--- config.mk ---
export PLATFORM = sky130hd
export DESIGN_NAME = joystick_averaged_servo_stepper_flat
export DESIGN_NICKNAME = d
export VERILOG_FILES = /design/src/rtl/core/jass_pkg.sv /design/src/rtl/core/jass_if.sv /design/src/rtl/core/joystick_averaged_servo_stepper.sv /design/src/rtl/core/jass_deadband.sv /design/src/rtl/core/jass_ring.sv /design/src/rtl/core/jass_stepper.sv /design/src/flat_wrapper.sv
export SDC_FILE = /design/constraint.sdc
export NUM_CORES = 2
export LEC_CHECK = 0
export BUFFER_PORTS_ARGS = -buffer_cell sky130_fd_sc_hd__buf_2
export CAP_MARGIN = 20
export CELL_PAD_IN_SITES_DETAIL_PLACEMENT = 1
export CELL_PAD_IN_SITES_GLOBAL_PLACEMENT = 1
export CORE_UTILIZATION = 51
export DETAILED_ROUTE_END_ITERATION = 10
export PLACE_DENSITY = 0.79
export SYNTH_ARGS = -nofsm -noshare
export SYNTH_HDL_FRONTEND = slang
export SYNTH_SLANG_ARGS = --single-unit
--- constraint.sdc ---
create_clock -name clk -period 10.2 [get_ports clk]
set_clock_uncertainty 0.05 [all_clocks]
set_input_delay 1.53 -clock clk [delete_from_list [all_inputs] [get_ports clk]]
set_output_delay 1.53 -clock clk [all_outputs]
set_load 0.01 [all_outputs]
--- src/rtl/core/jass_pkg.sv ---
`timescale 1ns / 1ps
`default_nettype none

package jass_pkg;

	localparam int SAMPLE_W  = 10;
	localparam int POS_W     = 16;
	localparam int CFG_IDX_W = 3;

	// register indexes of the configuration port
	localparam logic [CFG_IDX_W-1:0] CFG_CENTRE_X  = 3'd0;
	localparam logic [CFG_IDX_W-1:0] CFG_CENTRE_Y  = 3'd1;
	localparam logic [CFG_IDX_W-1:0] CFG_RADIUS    = 3'd2;
	localparam logic [CFG_IDX_W-1:0] CFG_PAN_STEP  = 3'd3;
	localparam logic [CFG_IDX_W-1:0] CFG_TILT_STEP = 3'd4;

	localparam logic [SAMPLE_W-1:0] CENTRE_RST    = 10'd512;
	localparam logic [SAMPLE_W-1:0] RADIUS_RST    = 10'd30;
	localparam logic [SAMPLE_W-1:0] PAN_STEP_RST  = 10'd10;
	localparam logic [SAMPLE_W-1:0] TILT_STEP_RST = 10'd5;

	// average must sit more than this far off centre to move an axis
	localparam logic [SAMPLE_W-1:0] NEAR_BAND = 10'd15;

	localparam logic [POS_W-1:0] PAN_HOME  = 16'd375;
	localparam logic [POS_W-1:0] TILT_HOME = 16'd490;

	typedef logic [SAMPLE_W-1:0] sample_t;
	typedef logic [POS_W-1:0]    pos_t;

	typedef struct packed {
		sample_t centre_x;
		sample_t centre_y;
		sample_t radius;
		sample_t pan_step;
		sample_t tilt_step;
	} cfg_t;

	typedef struct packed {
		sample_t x;
		sample_t y;
	} pair_t;

	// per-stage load strobes from the pipeline control
	typedef struct packed {
		logic load_s1;
		logic load_s2;
		logic load_s3;
		logic load_out;
	} pipe_ctl_t;

endpackage

`default_nettype wire

--- src/rtl/core/jass_if.sv ---
`timescale 1ns / 1ps
`default_nettype none

interface jass_in_if
	import jass_pkg::*;
();
	logic    valid;
	logic    ready;
	sample_t sample_x;
	sample_t sample_y;

	modport source (output valid, output sample_x, output sample_y, input ready);
	modport sink   (input valid, input sample_x, input sample_y, output ready);
endinterface

interface jass_out_if
	import jass_pkg::*;
();
	logic    valid;
	logic    ready;
	pos_t    pan_position;
	pos_t    tilt_position;
	logic    outside_dead;
	logic    pan_moved;
	logic    tilt_moved;
	sample_t mean_x;
	sample_t mean_y;

	modport source (output valid, output pan_position, output tilt_position,
		output outside_dead, output pan_moved, output tilt_moved,
		output mean_x, output mean_y, input ready);
	modport sink   (input valid, input pan_position, input tilt_position,
		input outside_dead, input pan_moved, input tilt_moved,
		input mean_x, input mean_y, output ready);
endinterface

`default_nettype wire

--- src/rtl/core/joystick_averaged_servo_stepper.sv ---
`timescale 1ns / 1ps
`default_nettype none

// Channel   Dir  Kind            Payload
// joy       in   valid/ready     sample_x, sample_y (10 b each)
// servo     out  valid/ready     pan/tilt_position (16 b), outside_dead, pan_moved,
//                                tilt_moved, mean_x, mean_y (10 b each)
// cfg_*     in   write only      cfg_index (3 b), cfg_wr_data (10 b)
//
// One transaction per clock sustained while servo.ready stays high; a result passes
// through the input register, deadband test, ring/sum update and position step.
// The running-sum and position loops each close through a single register.
// Reset clears sums, slot, fill flag and positions at once; the ring memory is
// not swept, a fill flag masks entries not yet written.
// Stalls on servo let the stages upstream keep filling empty slots before
// joy.ready drops.
module joystick_averaged_servo_stepper
	import jass_pkg::*;
#(
	parameter int          AVG_DEPTH = 8,
	parameter int unsigned PAN_MIN   = 100,
	parameter int unsigned PAN_MAX   = 650,
	parameter int unsigned TILT_MIN  = 100,
	parameter int unsigned TILT_MAX  = 650
) (
	input  wire logic                 clk,
	input  wire logic                 arst_n,
	jass_in_if.sink                   joy,
	jass_out_if.source                servo,
	input  wire logic                 cfg_wr_en,
	input  wire logic [CFG_IDX_W-1:0] cfg_index,
	input  wire sample_t              cfg_wr_data
);

	cfg_t      cfg_q;
	pipe_ctl_t ctl;

	// stage occupancy
	logic v1_q;
	logic v2_q;
	logic v3_q;
	logic vo_q;

	logic adv1;
	logic adv2;
	logic adv3;
	logic out_take;

	pair_t   pair_s2;
	logic    outside_s2;
	logic    outside_s3;
	sample_t avg_x;
	sample_t avg_y;

	// configuration registers; the user must write them only while the pipeline is empty, the block does not enforce it
	always_ff @(posedge clk or negedge arst_n) begin
		if (!arst_n) begin
			cfg_q.centre_x  <= CENTRE_RST;
			cfg_q.centre_y  <= CENTRE_RST;
			cfg_q.radius    <= RADIUS_RST;
			cfg_q.pan_step  <= PAN_STEP_RST;
			cfg_q.tilt_step <= TILT_STEP_RST;
		end else if (cfg_wr_en) begin
			unique case (cfg_index)
				CFG_CENTRE_X:  cfg_q.centre_x  <= cfg_wr_data;
				CFG_CENTRE_Y:  cfg_q.centre_y  <= cfg_wr_data;
				CFG_RADIUS:    cfg_q.radius    <= cfg_wr_data;
				CFG_PAN_STEP:  cfg_q.pan_step  <= cfg_wr_data;
				CFG_TILT_STEP: cfg_q.tilt_step <= cfg_wr_data;
				default: begin
				end
			endcase
		end
	end

	// each stage moves when the one after it is empty or moving
	assign out_take  = v3_q && (!vo_q || servo.ready);
	assign adv3      = !v3_q || out_take;
	assign adv2      = !v2_q || adv3;
	assign adv1      = !v1_q || adv2;
	assign joy.ready = adv1;

	assign ctl.load_s1  = joy.valid && adv1;
	assign ctl.load_s2  = v1_q && adv2;
	assign ctl.load_s3  = v2_q && adv3;
	assign ctl.load_out = out_take;

	always_ff @(posedge clk or negedge arst_n) begin
		if (!arst_n) begin
			v1_q <= 1'b0;
			v2_q <= 1'b0;
			v3_q <= 1'b0;
			vo_q <= 1'b0;
		end else begin
			if (adv1) begin
				v1_q <= joy.valid;
			end
			if (adv2) begin
				v2_q <= v1_q;
			end
			if (adv3) begin
				v3_q <= v2_q;
			end
			if (out_take) begin
				vo_q <= 1'b1;
			end else if (servo.ready) begin
				vo_q <= 1'b0;
			end
		end
	end

	jass_deadband u_deadband (
		.clk        (clk),
		.ctl        (ctl),
		.cfg        (cfg_q),
		.sample_x   (joy.sample_x),
		.sample_y   (joy.sample_y),
		.pair_s2    (pair_s2),
		.outside_s2 (outside_s2)
	);

	jass_ring #(
		.AVG_DEPTH (AVG_DEPTH)
	) u_ring (
		.clk        (clk),
		.arst_n     (arst_n),
		.ctl        (ctl),
		.pair_s2    (pair_s2),
		.outside_s2 (outside_s2),
		.outside_s3 (outside_s3),
		.avg_x      (avg_x),
		.avg_y      (avg_y)
	);

	// position state doubles as the result register
	jass_stepper #(
		.PAN_MIN  (PAN_MIN),
		.PAN_MAX  (PAN_MAX),
		.TILT_MIN (TILT_MIN),
		.TILT_MAX (TILT_MAX)
	) u_stepper (
		.clk          (clk),
		.arst_n       (arst_n),
		.ctl          (ctl),
		.cfg          (cfg_q),
		.outside_s3   (outside_s3),
		.avg_x        (avg_x),
		.avg_y        (avg_y),
		.pan_q        (servo.pan_position),
		.tilt_q       (servo.tilt_position),
		.avg_x_q      (servo.mean_x),
		.avg_y_q      (servo.mean_y),
		.outside_q    (servo.outside_dead),
		.pan_moved_q  (servo.pan_moved),
		.tilt_moved_q (servo.tilt_moved)
	);

	assign servo.valid = vo_q;

endmodule

`default_nettype wire

--- src/rtl/core/jass_deadband.sv ---
`timescale 1ns / 1ps
`default_nettype none

// Input register and radial deadband test.
module jass_deadband
	import jass_pkg::*;
(
	input  wire logic      clk,
	input  wire pipe_ctl_t ctl,
	input  wire cfg_t      cfg,
	input  wire sample_t   sample_x,
	input  wire sample_t   sample_y,
	output pair_t          pair_s2,
	output logic           outside_s2
);

	pair_t              pair_s1;
	logic signed [10:0] dx;
	logic signed [10:0] dy;
	logic        [19:0] sq_x;
	logic        [19:0] sq_y;
	logic        [19:0] r_sq;
	logic        [20:0] dist_sq;
	logic               outside;

	always_ff @(posedge clk) begin
		if (ctl.load_s1) begin
			pair_s1.x <= sample_x;
			pair_s1.y <= sample_y;
		end
	end

	always_comb begin
		dx      = $signed({1'b0, pair_s1.x}) - $signed({1'b0, cfg.centre_x});
		dy      = $signed({1'b0, pair_s1.y}) - $signed({1'b0, cfg.centre_y});
		sq_x    = 20'(dx * dx);
		sq_y    = 20'(dy * dy);
		r_sq    = 20'(cfg.radius * cfg.radius);
		dist_sq = {1'b0, sq_x} + {1'b0, sq_y};
		outside = dist_sq > {1'b0, r_sq};
	end

	always_ff @(posedge clk) begin
		if (ctl.load_s2) begin
			pair_s2    <= pair_s1;
			outside_s2 <= outside;
		end
	end

endmodule

`default_nettype wire

--- src/rtl/core/jass_ring.sv ---
`timescale 1ns / 1ps
`default_nettype none

// Ring buffer of sample pairs with running sums and the divide by depth.
// The entry at the write slot is prefetched into rd_q so that the
// oldest sample is ready without a read cycle.
module jass_ring
	import jass_pkg::*;
#(
	parameter int AVG_DEPTH = 8
) (
	input  wire logic      clk,
	input  wire logic      arst_n,
	input  wire pipe_ctl_t ctl,
	input  wire pair_t     pair_s2,
	input  wire logic      outside_s2,
	output logic           outside_s3,
	output sample_t        avg_x,
	output sample_t        avg_y
);

	localparam int SLOT_W = (AVG_DEPTH > 1) ? $clog2(AVG_DEPTH) : 1;
	localparam int SUM_W  = SAMPLE_W + $clog2(AVG_DEPTH);
	localparam int DIV_SH = SUM_W + $clog2(AVG_DEPTH);
	localparam int RCP_W  = SUM_W + 1;
	localparam int PROD_W = SUM_W + RCP_W;
	// ceil(2^DIV_SH / depth): exact quotient for every sum below 2^SUM_W
	localparam longint RECIP_L =
		((longint'(1) << DIV_SH) + longint'(AVG_DEPTH) - 1) / longint'(AVG_DEPTH);
	localparam logic [RCP_W-1:0]  RECIP     = RCP_W'(RECIP_L);
	localparam logic [SLOT_W-1:0] LAST_SLOT = SLOT_W'(AVG_DEPTH - 1);

	logic [SLOT_W-1:0] slot_q;
	logic [SLOT_W-1:0] slot_nx;
	logic              last;
	logic              full_q;
	logic              rd_ok_q;
	pair_t             rd_q;
	pair_t             oldest;
	logic [SUM_W-1:0]  sum_x_q;
	logic [SUM_W-1:0]  sum_y_q;
	logic [SUM_W-1:0]  sum_x_d;
	logic [SUM_W-1:0]  sum_y_d;
	logic [PROD_W-1:0] prod_x;
	logic [PROD_W-1:0] prod_y;
	logic              update;

	assign update  = ctl.load_s3 && outside_s2;
	assign last    = (slot_q == LAST_SLOT);
	assign slot_nx = last ? '0 : slot_q + 1'b1;
	// entries never written since reset read as zero
	assign oldest  = rd_ok_q ? rd_q : '0;
	assign sum_x_d = sum_x_q - SUM_W'(oldest.x) + SUM_W'(pair_s2.x);
	assign sum_y_d = sum_y_q - SUM_W'(oldest.y) + SUM_W'(pair_s2.y);

	always_ff @(posedge clk or negedge arst_n) begin
		if (!arst_n) begin
			slot_q     <= '0;
			full_q     <= 1'b0;
			rd_ok_q    <= 1'b0;
			sum_x_q    <= '0;
			sum_y_q    <= '0;
			outside_s3 <= 1'b0;
		end else begin
			if (ctl.load_s3) begin
				outside_s3 <= outside_s2;
			end
			if (update) begin
				sum_x_q <= sum_x_d;
				sum_y_q <= sum_y_d;
				slot_q  <= slot_nx;
				full_q  <= full_q | last;
				rd_ok_q <= full_q | last;
			end
		end
	end

	generate
		if (AVG_DEPTH == 1) begin : g_single
			always_ff @(posedge clk) begin
				if (update) begin
					rd_q <= pair_s2;
				end
			end
		end else begin : g_mem
			pair_t mem [AVG_DEPTH];

			always_ff @(posedge clk) begin
				if (update) begin
					mem[slot_q] <= pair_s2;
					rd_q        <= mem[slot_nx];
				end
			end
		end
	endgenerate

	assign prod_x = PROD_W'(sum_x_q) * PROD_W'(RECIP);
	assign prod_y = PROD_W'(sum_y_q) * PROD_W'(RECIP);
	assign avg_x  = prod_x[DIV_SH +: SAMPLE_W];
	assign avg_y  = prod_y[DIV_SH +: SAMPLE_W];

endmodule

`default_nettype wire

--- src/rtl/core/jass_stepper.sv ---
`timescale 1ns / 1ps
`default_nettype none

// Pan/tilt position state; its registers are also the result register.
module jass_stepper
	import jass_pkg::*;
#(
	parameter int unsigned PAN_MIN  = 100,
	parameter int unsigned PAN_MAX  = 650,
	parameter int unsigned TILT_MIN = 100,
	parameter int unsigned TILT_MAX = 650
) (
	input  wire logic      clk,
	input  wire logic      arst_n,
	input  wire pipe_ctl_t ctl,
	input  wire cfg_t      cfg,
	input  wire logic      outside_s3,
	input  wire sample_t   avg_x,
	input  wire sample_t   avg_y,
	output pos_t           pan_q,
	output pos_t           tilt_q,
	output sample_t        avg_x_q,
	output sample_t        avg_y_q,
	output logic           outside_q,
	output logic           pan_moved_q,
	output logic           tilt_moved_q
);

	localparam pos_t PAN_LO  = POS_W'(PAN_MIN);
	localparam pos_t PAN_HI  = POS_W'(PAN_MAX);
	localparam pos_t TILT_LO = POS_W'(TILT_MIN);
	localparam pos_t TILT_HI = POS_W'(TILT_MAX);

	// one step toward the side of the average, kept strictly inside (lo, hi)
	function automatic pos_t step_axis(pos_t pos, sample_t avg, sample_t centre,
		sample_t step, pos_t lo, pos_t hi);
		logic          below;
		logic          above;
		logic          dn_ok;
		logic          up_ok;
		logic [POS_W:0] step_w;
		pos_t           res;
		step_w = (POS_W + 1)'(step);
		below  = ({1'b0, avg} + {1'b0, NEAR_BAND}) < {1'b0, centre};
		above  = {1'b0, avg} > ({1'b0, centre} + {1'b0, NEAR_BAND});
		dn_ok  = {1'b0, pos} > ({1'b0, lo} + step_w);
		up_ok  = ({1'b0, pos} + step_w) < {1'b0, hi};
		res    = pos;
		if (below) begin
			if (dn_ok) begin
				res = pos - POS_W'(step);
			end
		end else if (above) begin
			if (up_ok) begin
				res = pos + POS_W'(step);
			end
		end
		return res;
	endfunction

	pos_t pan_nx;
	pos_t tilt_nx;

	assign pan_nx  = step_axis(pan_q, avg_x, cfg.centre_x, cfg.pan_step, PAN_LO, PAN_HI);
	assign tilt_nx = step_axis(tilt_q, avg_y, cfg.centre_y, cfg.tilt_step, TILT_LO, TILT_HI);

	always_ff @(posedge clk or negedge arst_n) begin
		if (!arst_n) begin
			pan_q        <= PAN_HOME;
			tilt_q       <= TILT_HOME;
			avg_x_q      <= '0;
			avg_y_q      <= '0;
			outside_q    <= 1'b0;
			pan_moved_q  <= 1'b0;
			tilt_moved_q <= 1'b0;
		end else if (ctl.load_out) begin
			outside_q    <= outside_s3;
			pan_moved_q  <= outside_s3 && (pan_nx != pan_q);
			tilt_moved_q <= outside_s3 && (tilt_nx != tilt_q);
			if (outside_s3) begin
				avg_x_q <= avg_x;
				avg_y_q <= avg_y;
				pan_q   <= pan_nx;
				tilt_q  <= tilt_nx;
			end
		end
	end

endmodule

`default_nettype wire

--- src/flat_wrapper.sv ---
// flat-port wrapper written by rule: the top's interface ports become plain ports
module joystick_averaged_servo_stepper_flat import jass_pkg::*;
#(
	parameter int          AVG_DEPTH = 8,
	parameter int unsigned PAN_MIN   = 100,
	parameter int unsigned PAN_MAX   = 650,
	parameter int unsigned TILT_MIN  = 100,
	parameter int unsigned TILT_MAX  = 650
)
  (clk, arst_n, cfg_wr_en, cfg_index, cfg_wr_data, joy_valid, joy_sample_x, joy_sample_y, joy_ready, servo_valid, servo_pan_position, servo_tilt_position, servo_outside_dead, servo_pan_moved, servo_tilt_moved, servo_mean_x, servo_mean_y, servo_ready);
  jass_in_if joy_i ();
  jass_out_if servo_i ();
  input  wire logic clk;
  input  wire logic arst_n;
  input  wire logic cfg_wr_en;
  input  wire logic [CFG_IDX_W-1:0] cfg_index;
  input  wire sample_t cfg_wr_data;
  input wire logic [$bits(joy_i.valid)-1:0] joy_valid;
  input wire logic [$bits(joy_i.sample_x)-1:0] joy_sample_x;
  input wire logic [$bits(joy_i.sample_y)-1:0] joy_sample_y;
  output wire logic [$bits(joy_i.ready)-1:0] joy_ready;
  output wire logic [$bits(servo_i.valid)-1:0] servo_valid;
  output wire logic [$bits(servo_i.pan_position)-1:0] servo_pan_position;
  output wire logic [$bits(servo_i.tilt_position)-1:0] servo_tilt_position;
  output wire logic [$bits(servo_i.outside_dead)-1:0] servo_outside_dead;
  output wire logic [$bits(servo_i.pan_moved)-1:0] servo_pan_moved;
  output wire logic [$bits(servo_i.tilt_moved)-1:0] servo_tilt_moved;
  output wire logic [$bits(servo_i.mean_x)-1:0] servo_mean_x;
  output wire logic [$bits(servo_i.mean_y)-1:0] servo_mean_y;
  input wire logic [$bits(servo_i.ready)-1:0] servo_ready;
  assign joy_i.valid = joy_valid;
  assign joy_i.sample_x = joy_sample_x;
  assign joy_i.sample_y = joy_sample_y;
  assign joy_ready = joy_i.ready;
  assign servo_valid = servo_i.valid;
  assign servo_pan_position = servo_i.pan_position;
  assign servo_tilt_position = servo_i.tilt_position;
  assign servo_outside_dead = servo_i.outside_dead;
  assign servo_pan_moved = servo_i.pan_moved;
  assign servo_tilt_moved = servo_i.tilt_moved;
  assign servo_mean_x = servo_i.mean_x;
  assign servo_mean_y = servo_i.mean_y;
  assign servo_i.ready = servo_ready;
  joystick_averaged_servo_stepper #(.AVG_DEPTH(AVG_DEPTH), .PAN_MIN(PAN_MIN), .PAN_MAX(PAN_MAX), .TILT_MIN(TILT_MIN), .TILT_MAX(TILT_MAX)) u_core (.clk(clk), .arst_n(arst_n), .joy(joy_i), .servo(servo_i), .cfg_wr_en(cfg_wr_en), .cfg_index(cfg_index), .cfg_wr_data(cfg_wr_data));
endmodule
==> run_results.csv <==
group,metric,value,unit
worst_setup_path,regToRegStartpoint,"u_core.u_deadband.pair_s1[0]",
status,outcome,"finished, final reports clean",
floorplanning,die_y,254.7,um
floorplanning,die_w,254.7,um
cells_and_area,fin_util,56.22,%
cells_and_area,fin_nets,3984,
yosys,synth_seq_cells,361,
clocking,cts_root_buf,"clkbuf_16",
worst_setup_path,crit_type,"flop to flop",
floorplanning,die_area,64870,um2
clocking,cts_resized,0,
worst_setup_path,slowest_delay,0.54,ns
clocking,cts-buffers-inserted,41,
worst_setup_path,end_kind,"flop",
placed_design,io_buffers,94,
yosys,seq_area_frac_synth,31.22,%
clocking,clk_pin_slew,0.06,ns
sta,maxSlewViolCount,0,
clocking,h-tree-depth,2,
yosys,synth-main-ff-cell,"edfxtp_1",
sta,fin_crit,9.652,ns
floorplanning,initial_utilization,51.63,%
global_routing,grt_pass1_vias,26820,
sta,finalSetupViolations,0,
worst_setup_path,reg2regPathDepth,45,
yosys,synthTopCellsByCount,"inv_1, ha_1, nand2_1",
drt,vias,24810,
yosys,synthArstFlopShare,38.78,%
cells_and_area,drive_above_1_share,9.382,%
worst_hold_path,min_path_cells,0,
yosys,yosysWarnings,0,
global_routing,overflow,0,
sta,setup_tns,0,ns
yosys,synth.area.top_cells,"edfxtp_1, fa_1, ha_1",
sta,fin_crit_sh,94.63,%
yosys,synth_top_area_share,20.38,%
sta,worstMarginPinSlew,0.9402,ns
yosys,synth_cells,3293,
drt,wl_per_cell,22.85,um
yosys,syn_area,32570,um2
drt,via_per_inst,5.842,
worst_hold_path,hp-class,"flop to flop",
yosys,synth_most_common_cell,"inv_1",
worst_setup_path,r2r_end,"u_core.u_deadband.outside_s2",
drt,final_antenna_net_count,0,
placed_design,dpl.hpwl,76590,um
floorplanning,core_area,63080,um2
worst_setup_path,path_max_fanout,14,
sta,finalHoldViolCount,0,
worst_setup_path,arrival,9.92,ns
clocking,clock_sinks,361,
flow_run,drv_cap,0,
yosys,synth_nets,3909,
global_routing,antenna_found_initial,0,
placed_design,gp_congestion,0.9091,
worst_setup_path,cp-start-kind,"flop",
clocking,ctsLongestPathBuffers,3,
sta,fmax,103.6,MHz
drt,initialDrtViolationCount,1808,
floorplanning,io_pins,95,
worst_setup_path,path_buf_inv,8,
global_routing,grt_usage,30.74,%
floorplanning,rows,92,
global_routing,grt_max_degree,81,
worst_setup_path,critical_path.top_delay_family,"adder cells",
sta,hold_slack,0.4170,ns
worst_hold_path,min_from,"u_core.u_deadband.pair_s1[19]",
yosys,synth_area_per_cell,9.890,um2
yosys,synth_edf_count,221,
yosys,yosysTopAreaCell,"edfxtp_1",
global_routing,grt_pass1_wl,152700,um
sta,relSlewSlack,36.87,%
cells_and_area,area_growth,8.890,%
clocking,post_cts_buffers,0,
worst_setup_path,crit_top_cell,"inv_1",
worst_setup_path,cp_slowest_cell,"fa_1",
drt,drc,0,
clocking,postCtsHoldBufs,0,
drt,wirelength,97030,um
worst_setup_path,cp.required,10.47,ns
worst_setup_path,rrSetupSlack,0.55,ns
cells_and_area,fill_cells,7102,
worst_hold_path,min_to,"u_core.u_deadband.pair_s2[19]",
drt,dr.pass1.iters,6,
clocking,clock_latency,0.59,ns
yosys,yosysUniqueCellTypes,102,
clocking,cts_tree,"done",
stage by stage:
stage | worst slack (ns) | instances | instance area (um2)
floorplan | 1.334 | 3293 | 32570
global placement | 0.7644 | 4165 | 33970
detailed placement | 0.3817 | 4167 | 33990
CTS | 0.3061 | 4242 | 35350
global route | -0.005612 | 4246 | 35460
finish | 0.5482 | 4247 | 35460
logic make-up (layout without fill, tap and decap cells):
group           count (synthesis)  in the layout  synth area share [%]
compound gates                584            584                 12.14
xor+xnor                      210            210                 5.648
fa+ha+maj                     578            578                 28.18
buf+inv                       651            758                 7.626
flops                         361            361                 31.22
mux                            56             56                 2.586
other cells                     0              1                     0
simple gates                  853            853                 12.60
routing by layer:
layer,up-vias,GRT usage (%),part of all wire (%)
li1,11220,-,-
met1,12840,40.12,42
met2,606,53.65,51
met3,146,2.990,4.5
met4,0,9.872,3.1
met5,-,0,0
flip-flops by register name, indices dropped and copies added, names as in the netlist, 10 cells and up:
name,cells
u_core.u_ring.g_mem.mem,160
u_core.cfg_q,50
u_core.u_deadband.pair_s1,20
u_core.u_deadband.pair_s2,20
u_core.u_ring.rd_q,20
u_core.u_stepper.pan_q,16
u_core.u_stepper.tilt_q,16
u_core.u_ring.sum_x_q,13
u_core.u_ring.sum_y_q,13
u_core.u_stepper.avg_x_q,10
u_core.u_stepper.avg_y_q,10
cell usage in the layout, fill, tap and decap left out, types with 18 or more instances in the layout:
cell type / Yosys / layout
o221ai_1: 22 / 22
mux2_2: 24 / 24
inv_1: 555 / 552
and2_1: 79 / 79
a21o_1: 38 / 38
nor2b_1: 46 / 46
buf_4: 1 / 25
mux4_2: 20 / 20
buf_2: 11 / 93
nor3_1: 60 / 57
fa_1: 259 / 259
dfrtp_1: 117 / 117
a21oi_1: 110 / 108
nor2_1: 188 / 185
xor2_1: 60 / 59
dfstp_2: 23 / 23
a211o_1: 21 / 21
ha_1: 319 / 318
o21a_1: 18 / 18
a31oi_1: 22 / 22
edfxtp_1: 221 / 221
nand2_1: 293 / 292
nand2b_1: 29 / 28
o21ai_0: 168 / 165
clkbuf_16: 0 / 41
xnor2_1: 150 / 148
nand3_1: 45 / 43
area by class of cell:
class                   count  area (um2)  share of cell area (%)
diodes                      1       2.502                0.007057
flip-flops and latches    361       10170                   28.67
repair buffers            124       742.0                   2.092
well taps                 846        1059                   2.985
clock buffers              51        1084                   3.056
multi-input cells        2281       20030                   56.49
inverters                 559        2098                   5.917
clock inverters            24       277.8                  0.7833
worst reg2reg max path, delay by kind of cell, from the launching register on:
kind	cells	cell delay (ns)
flops	1	0.40
fa+ha+maj	10	3.92
xor+xnor	3	0.52
compound gates	20	3.43
buf+inv	8	0.65
simple gates	4	0.40
how the worst max path moves through the flow:
stage	end	cells after the start	slack (ns)	from
after detailed placement	u_core.u_deadband.outside_s2	41	0.38	u_core.cfg_q[41]
after global placement	u_core.u_deadband.outside_s2	44	0.76	u_core.cfg_q[41]
after global routing	u_core.u_deadband.outside_s2	43	-0.006	u_core.u_deadband.pair_s1[10]
final	u_core.u_deadband.outside_s2	45	0.55	u_core.u_deadband.pair_s1[0]
after floorplan	u_core.u_deadband.outside_s2	44	1.33	u_core.u_deadband.pair_s1[0]
after CTS	u_core.u_deadband.outside_s2	41	0.31	u_core.cfg_q[41]
Power is left out: the tool's default activity adds up to more than one toggle a clock period on the data nets, which glitch-free logic cannot reach.
